File: src/rtl/core/mpoc_pkg.sv
// mpoc_pkg: shared types and codes of the multi-pattern occurrence counter
// item layouts, mode and status codes, controller states, datapath commands
// no dependencies
package mpoc_pkg;

   localparam logic [2:0] MODE_PATTERN = 3'd0;
   localparam logic [2:0] MODE_BUILD   = 3'd1;
   localparam logic [2:0] MODE_TEXT    = 3'd2;
   localparam logic [2:0] MODE_READ    = 3'd3;
   localparam logic [2:0] MODE_CLEAR   = 3'd4;

   localparam logic [1:0] ST_OK           = 2'd0;
   localparam logic [1:0] ST_NODE_FULL    = 2'd1;
   localparam logic [1:0] ST_PATTERN_FULL = 2'd2;
   localparam logic [1:0] ST_BAD_INDEX    = 2'd3;

   typedef struct packed {
      logic [2:0] mode;
      logic [4:0] symbol;
      logic       last;
      logic [9:0] pattern_index;
   } req_type;

   typedef struct packed {
      logic [1:0]  status;
      logic [31:0] hit_count;
      logic [9:0]  assigned_id;
      logic [11:0] match_node;
   } rsp_type;

   typedef enum logic [4:0] {
      S_SWEEP, S_IDLE, S_PAT_RD, S_PAT_WR, S_TXT_RD, S_TXT_CK, S_SUF_RD, S_SUF_CK,
      S_RD_PEND, S_RD_HIT, S_RD_OUT, S_BR_RD, S_BR_CK, S_BQ_POP, S_BQ_U, S_BQ_FU,
      S_BC_RD, S_BC_CK, S_BF_RD, S_BF_CK, S_BT_F, S_BT_O, S_DONE
   } ctl_state_type;

   typedef enum logic [4:0] {
      OP_NONE, OP_ACCEPT, OP_SWEEP, OP_PAT_RD, OP_PAT_WR, OP_TXT_RD, OP_TXT_CK,
      OP_SUF_RD, OP_SUF_CK, OP_RD_PEND, OP_RD_HIT, OP_RD_OUT, OP_BR_RD, OP_BR_CK,
      OP_BQ_POP, OP_BQ_U, OP_BQ_FU, OP_BC_RD, OP_BC_CK, OP_BF_RD, OP_BF_CK,
      OP_BT_F, OP_BT_O
   } dp_op_type;

   typedef struct packed {
      dp_op_type op;
      logic      emit;
   } dp_cmd_type;

   typedef struct packed {
      logic sym_bad;
      logic idx_bad;
      logic g_zero;
      logic u_zero;
      logic f_zero;
      logic tag_set;
      logic sym_last;
      logic q_empty;
      logic sweep_last;
   } dp_flags_type;

endpackage

File: src/rtl/core/mpoc_ctrl.sv
// mpoc_ctrl: sequencer of the occurrence counter, one operation per state
// depends on mpoc_pkg; drives mpoc_dp through command and flag structs
module mpoc_ctrl import mpoc_pkg::*; (
   input  logic         clock,
   input  logic         reset,
   input  logic         start,
   input  logic [2:0]   req_mode,
   input  dp_flags_type flags,
   output logic         busy,
   output dp_cmd_type   cmd
);

   ctl_state_type state_ff, state_in;
   logic          report_ff, report_in;

   always_ff @(posedge clock) begin
      if (reset) begin
         state_ff  <= S_SWEEP;
         report_ff <= 1'b0;
      end else begin
         state_ff  <= state_in;
         report_ff <= report_in;
      end
   end

   always_comb begin
      state_in  = state_ff;
      report_in = report_ff;
      cmd.op    = OP_NONE;
      cmd.emit  = 1'b0;
      unique case (state_ff)
         S_SWEEP: begin
            cmd.op = OP_SWEEP;
            if (flags.sweep_last) begin
               state_in  = report_ff ? S_DONE : S_IDLE;
               report_in = 1'b0;
            end
         end
         S_IDLE: begin
            if (start) begin
               cmd.op = OP_ACCEPT;
               priority if (req_mode == MODE_PATTERN && !flags.sym_bad) begin
                  state_in = S_PAT_RD;
               end else if (req_mode == MODE_TEXT && !flags.sym_bad) begin
                  state_in = S_TXT_RD;
               end else if (req_mode == MODE_BUILD) begin
                  state_in = S_BR_RD;
               end else if (req_mode == MODE_READ && !flags.idx_bad) begin
                  state_in = S_RD_PEND;
               end else if (req_mode == MODE_CLEAR) begin
                  state_in  = S_SWEEP;
                  report_in = 1'b1;
               end else begin
                  state_in = S_DONE;
               end
            end
         end
         S_PAT_RD: begin
            cmd.op   = OP_PAT_RD;
            state_in = S_PAT_WR;
         end
         S_PAT_WR: begin
            cmd.op   = OP_PAT_WR;
            state_in = S_DONE;
         end
         S_TXT_RD: begin
            cmd.op   = OP_TXT_RD;
            state_in = S_TXT_CK;
         end
         S_TXT_CK: begin
            cmd.op   = OP_TXT_CK;
            // no edge here: follow the failure link and retry
            state_in = (!flags.u_zero && flags.g_zero) ? S_TXT_RD : S_SUF_RD;
         end
         S_SUF_RD: begin
            cmd.op   = OP_SUF_RD;
            state_in = S_SUF_CK;
         end
         S_SUF_CK: begin
            cmd.op   = OP_SUF_CK;
            state_in = flags.tag_set ? S_SUF_RD : S_DONE;
         end
         S_RD_PEND: begin
            cmd.op   = OP_RD_PEND;
            state_in = S_RD_HIT;
         end
         S_RD_HIT: begin
            cmd.op   = OP_RD_HIT;
            state_in = S_RD_OUT;
         end
         S_RD_OUT: begin
            cmd.op   = OP_RD_OUT;
            state_in = S_DONE;
         end
         S_BR_RD: begin
            cmd.op   = OP_BR_RD;
            state_in = S_BR_CK;
         end
         S_BR_CK: begin
            cmd.op   = OP_BR_CK;
            state_in = flags.sym_last ? S_BQ_POP : S_BR_RD;
         end
         S_BQ_POP: begin
            cmd.op   = OP_BQ_POP;
            state_in = flags.q_empty ? S_DONE : S_BQ_U;
         end
         S_BQ_U: begin
            cmd.op   = OP_BQ_U;
            state_in = S_BQ_FU;
         end
         S_BQ_FU: begin
            cmd.op   = OP_BQ_FU;
            state_in = S_BC_RD;
         end
         S_BC_RD: begin
            cmd.op   = OP_BC_RD;
            state_in = S_BC_CK;
         end
         S_BC_CK: begin
            cmd.op = OP_BC_CK;
            if (flags.g_zero) begin
               state_in = flags.sym_last ? S_BQ_POP : S_BC_RD;
            end else begin
               state_in = S_BF_RD;
            end
         end
         S_BF_RD: begin
            cmd.op   = OP_BF_RD;
            state_in = S_BF_CK;
         end
         S_BF_CK: begin
            cmd.op   = OP_BF_CK;
            state_in = (!flags.f_zero && flags.g_zero) ? S_BF_RD : S_BT_F;
         end
         S_BT_F: begin
            cmd.op   = OP_BT_F;
            state_in = S_BT_O;
         end
         S_BT_O: begin
            cmd.op   = OP_BT_O;
            state_in = flags.sym_last ? S_BQ_POP : S_BC_RD;
         end
         S_DONE: begin
            cmd.emit = 1'b1;
            state_in = S_IDLE;
         end
         default: begin
            state_in = S_IDLE;
         end
      endcase
   end

   assign busy = (state_ff != S_IDLE);

endmodule

File: config.mk
export PLATFORM = sky130hd
export DESIGN_NAME = mpoc_ctrl
export DESIGN_NICKNAME = d
export VERILOG_FILES = /design/src/rtl/core/mpoc_pkg.sv /design/src/rtl/core/mpoc_ctrl.sv
export SDC_FILE = /design/constraint.sdc
export NUM_CORES = 1
export LEC_CHECK = 0
export ABC_CLOCK_PERIOD_IN_PS = 1290
export BUFFER_PORTS_ARGS = -buffer_cell sky130_fd_sc_hd__buf_2
export CORE_AREA = 5 5 48 50
export CTS_CLUSTER_SIZE = 10
export DETAILED_ROUTE_END_ITERATION = 10
export DIE_AREA = 0 0 53 55
export PLACE_DENSITY = 0.71
export SLEW_MARGIN = 30
export SYNTH_ARGS = -nofsm -noshare
export SYNTH_HDL_FRONTEND = slang
export SYNTH_SLANG_ARGS = --single-unit
File: constraint.sdc
create_clock -name clock -period 1.29 [get_ports clock]
set_input_delay 0 -clock clock [delete_from_list [all_inputs] [get_ports clock]]
set_output_delay 0 -clock clock [all_outputs]
set_load 0.01 [all_outputs]
==> metrics.md <==
| Metric | Value |
|---|---|
| Via count | `1167` |
| Minimum clock period after layout | `1.46 ns` |
| Initial antenna violation count | `0` |
| XOR/XNOR share of the synthesized area | `0.0335` |
| Synth warnings | `0` |
| Area Overhead vs Synth | `71.8%` |
| DIE WIDTH | `53 µm` |
| Lkg Pwr | `0.000575 µW` |
| Post-Syn Area per Cell | `6.54 µm²` |
| Slew of the pin with the lowest slew margin | `0.330 ns` |
| Post-synthesis net count | `135` |
| WHS | `0.102 ns` |
| Min setup slack post-route | `-0.168 ns` |
| Ant diodes | `0` |
| Most frequent CP cell | `buf_4` |
| CP Capture Type | `flop` |
| Max Cap Violations | `0` |
| Sequential-to-total area share from yosys stat | `0.153` |
| Clk_skew | `0.00837 ns` |
| Core area | `1860 µm²` |
| Tot GR Track Use | `0.222` |
| Reg2reg end | `state_ff[2]$_SDFFE_PP0P_` |
| Maximum root-to-sink buffer count | `2` |
| Slew headroom | `0.778` |
| Drt total wl | `3080 µm` |
| Worst hold path stage count | `3` |
| CTS HTree Levels | `1` |
| Distinct cell type count after synthesis | `38` |
| RSZ-0062 raised after global routing | `true` |
| Top cells by area, synth | `dfxtp_1 (15%), a21oi_1 (9.6%), a31oi_1 (6.4%)` |
| Syn Inst Count | `120` |
| CP Cell Sequence | `buf_4 -> buf_6 -> nor3_4 -> and2_4 -> buf_4 -> a21oi_1 -> nand2_2 -> a31oi_1` |
| Critical Path Fanout Max | `4` |
| Grt ovf | `0` |
| Worst skew pair latency | `0.25 ns` |
| Final Hold Viols | `0` |
| Place WS | `-0.205 ns` |
| WL per Instance | `15.3 µm` |
| First DRT Iteration DRCs | `42` |
| Commonest cells post-synth | `a21oi_1 (15), nor2_1 (12), nand2_1 (10)` |
| Area share of the largest cell type after synthesis | `0.153` |
| Critical path type | `reg -> reg` |
| WP buf/inv | `3` |
| Die height | `55 µm` |
| Starting Density | `0.421` |
| Reg2reg setup slack | `-0.17 ns` |
| Post-DP HPWL | `2130 µm` |
| Drt first pass iters | `4` |
| Port Buffer Count | `21` |
| Final setup fails | `10` |
| Post-synthesis compound-gate area fraction | `0.370` |
| Asr flop ratio synth | `0` |
| Hold endpoint | `state_ff[1]$_SDFFE_PP0P_` |
| Outcome | `finished with violations` |
| Residual DRC | `0` |
| Mux cell area share after synthesis | `0` |
| Top_reg_cell synth | `dfxtp_1` |
| Mapped Area | `785 µm²` |
| Hold crit path type | `in -> reg` |
| Flops & latches, synth | `6` |
| Die ar. | `2920 µm²` |
| Synth Area in Simple Gates | `0.330` |
| Layout cells sized above 1 | `0.540` |
| Fin. max-slew vios | `0` |
| Slowest library cell on the worst path | `dfxtp_2` |
| Reg-to-Reg Start | `state_ff[3]$_SDFFE_PP0P_` |
| Largest net degree at the start of global routing | `14` |
| Final antenna-violating net count | `0` |
| GPL Wtd Cong | `0.952` |
| CTS tree | `yes` |
| Critical path's largest stage delay | `0.33 ns` |
| Count leader, synth | `a21oi_1` |
| Max Fclk | `0.686 GHz` |
| CP delay by family, top | `buffers and inverters` |
| Pwr/cell area | `2290 nW/µm²` |
| VDD IR max | `1.20 mV` |
| TritonCTS Buffers | `3` |
| # rows | `16` |
| Crit path DAT | `1.62 ns` |
| Largest family of logic cells by synthesized area | `compound AO/OA/AOI/OAI gates` |
| Area leader, netlist | `dfxtp_1` |
| Worst Min Path Start | `req_mode[0]` |
| WP data required | `1.45 ns` |
| Nets@finish | `191` |
| IO Pins | `22` |
| Failing checks | `setup timing` |
| Root buf cell | `clkbuf_4` |
| Fin crit share | `1.13` |
| Vias in the first global route | `1134` |
| Clock sinks | `6` |
| Synth Area in Adders | `0` |
| Clock-pin slew on the worst setup and hold paths | `0.05 ns` |
| EDFF count, synth | `0` |
| Vias per cell | `5.81` |
| Critical Path Start Type | `flop` |
| Reg2Reg Depth | `8` |
| First-pass GRT wire length | `4770 µm` |
placed cells by master, fill, tap and decap left out, types with 3 or more instances in the layout:
cell | synthesis | final
inv_1 | 6 | 4
nor2b_1 | 4 | 3
nand2_1 | 10 | 8
dfxtp_4 | 0 | 3
inv_2 | 2 | 4
nand2b_1 | 7 | 7
clkbuf_4 | 0 | 3
o21ai_0 | 6 | 3
o21ai_1 | 3 | 6
buf_4 | 3 | 31
buf_2 | 5 | 20
a31oi_1 | 8 | 7
buf_6 | 1 | 7
a21oi_1 | 15 | 9
nor2_1 | 12 | 11
a21oi_2 | 0 | 6
per-layer routing:
metal / up-vias / global-route usage / wire (µm)
met5: - / 0 / 0
met4: 0 / 0.106 / 97
met3: 17 / 0.0375 / 228
li1: 541 / - / -
met2: 63 / 0.428 / 1650
met1: 546 / 0.232 / 1110
state kept, by name (all words and copies together) (netlist names):
register	flops
state_ff	5
report_ff	1
logic make-up after synthesis:
group | after synthesis
AOI/OAI and AO/OA | 47
xor gates and xnor gates | 3
buffers and inverters | 17
and+or+nand+nor | 47
DFF | 6
power by group:
part,switching (µW),internal [µW],leakage (µW),total (µW)
Clock,75.0,106,0.0000138,181
Sequential,155,283,0.0000519,438
Combinational,1190,1280,0.000509,2460
Total,1420,1670,0.000575,3080
worst max path at each step:
stage / from / to / slack [ns] / cells after the start
floorplan: state_ff[4]$_SDFFE_PP0P_ / state_ff[1]$_SDFFE_PP0P_ / 0.02 / 8
global placement: state_ff[0]$_SDFFE_PP0P_ / state_ff[1]$_SDFFE_PP0P_ / -0.15 / 6
detailed placement: state_ff[0]$_SDFFE_PP0P_ / state_ff[1]$_SDFFE_PP0P_ / -0.21 / 6
CTS: state_ff[2]$_SDFFE_PP0P_ / cmd[3] / -0.15 / 6
global route: state_ff[3]$_SDFFE_PP0P_ / state_ff[1]$_SDFFE_PP0P_ / -0.21 / 8
finish: state_ff[3]$_SDFFE_PP0P_ / state_ff[2]$_SDFFE_PP0P_ / -0.17 / 8
per-stage QoR:
step	util	setup TNS, ns	area [µm²]	total power, µW	cells
after global placement	0.580	-0.865	1080	2250	186
after CTS	0.671	-0.643	1250	2770	197
final	0.724	-1.11	1350	3080	201
after floorplan	-	0	785	1530	120
after detailed placement	0.580	-0.964	1080	2270	186
after global routing	0.724	-1.70	1350	3290	201
final cells by class:
cell class              instances  area [µm²]
multi-input cells              97         686
fillers                       160         514
repair buffers                 60         442
flip-flops and latches          6         134
well taps                      27        33.8
inverters                       8        30.0
clock buffers                   3        22.5
worst min-delay path: stages:
cell	delay, ns
buf_2	0.10
o21ai_1	0.08
a31oi_1	0.13
repair_timing:
item / in CTS / in global routing
endpoints found under the hold margin: 1 / 0
hold buffers: 1 / 0
pin swaps: 9 / 9
setup endpoints to repair: 13 / 13
resized for setup: 27 / 16
buffers inserted: 7 / 4
(Power assumes the default switching activity.)
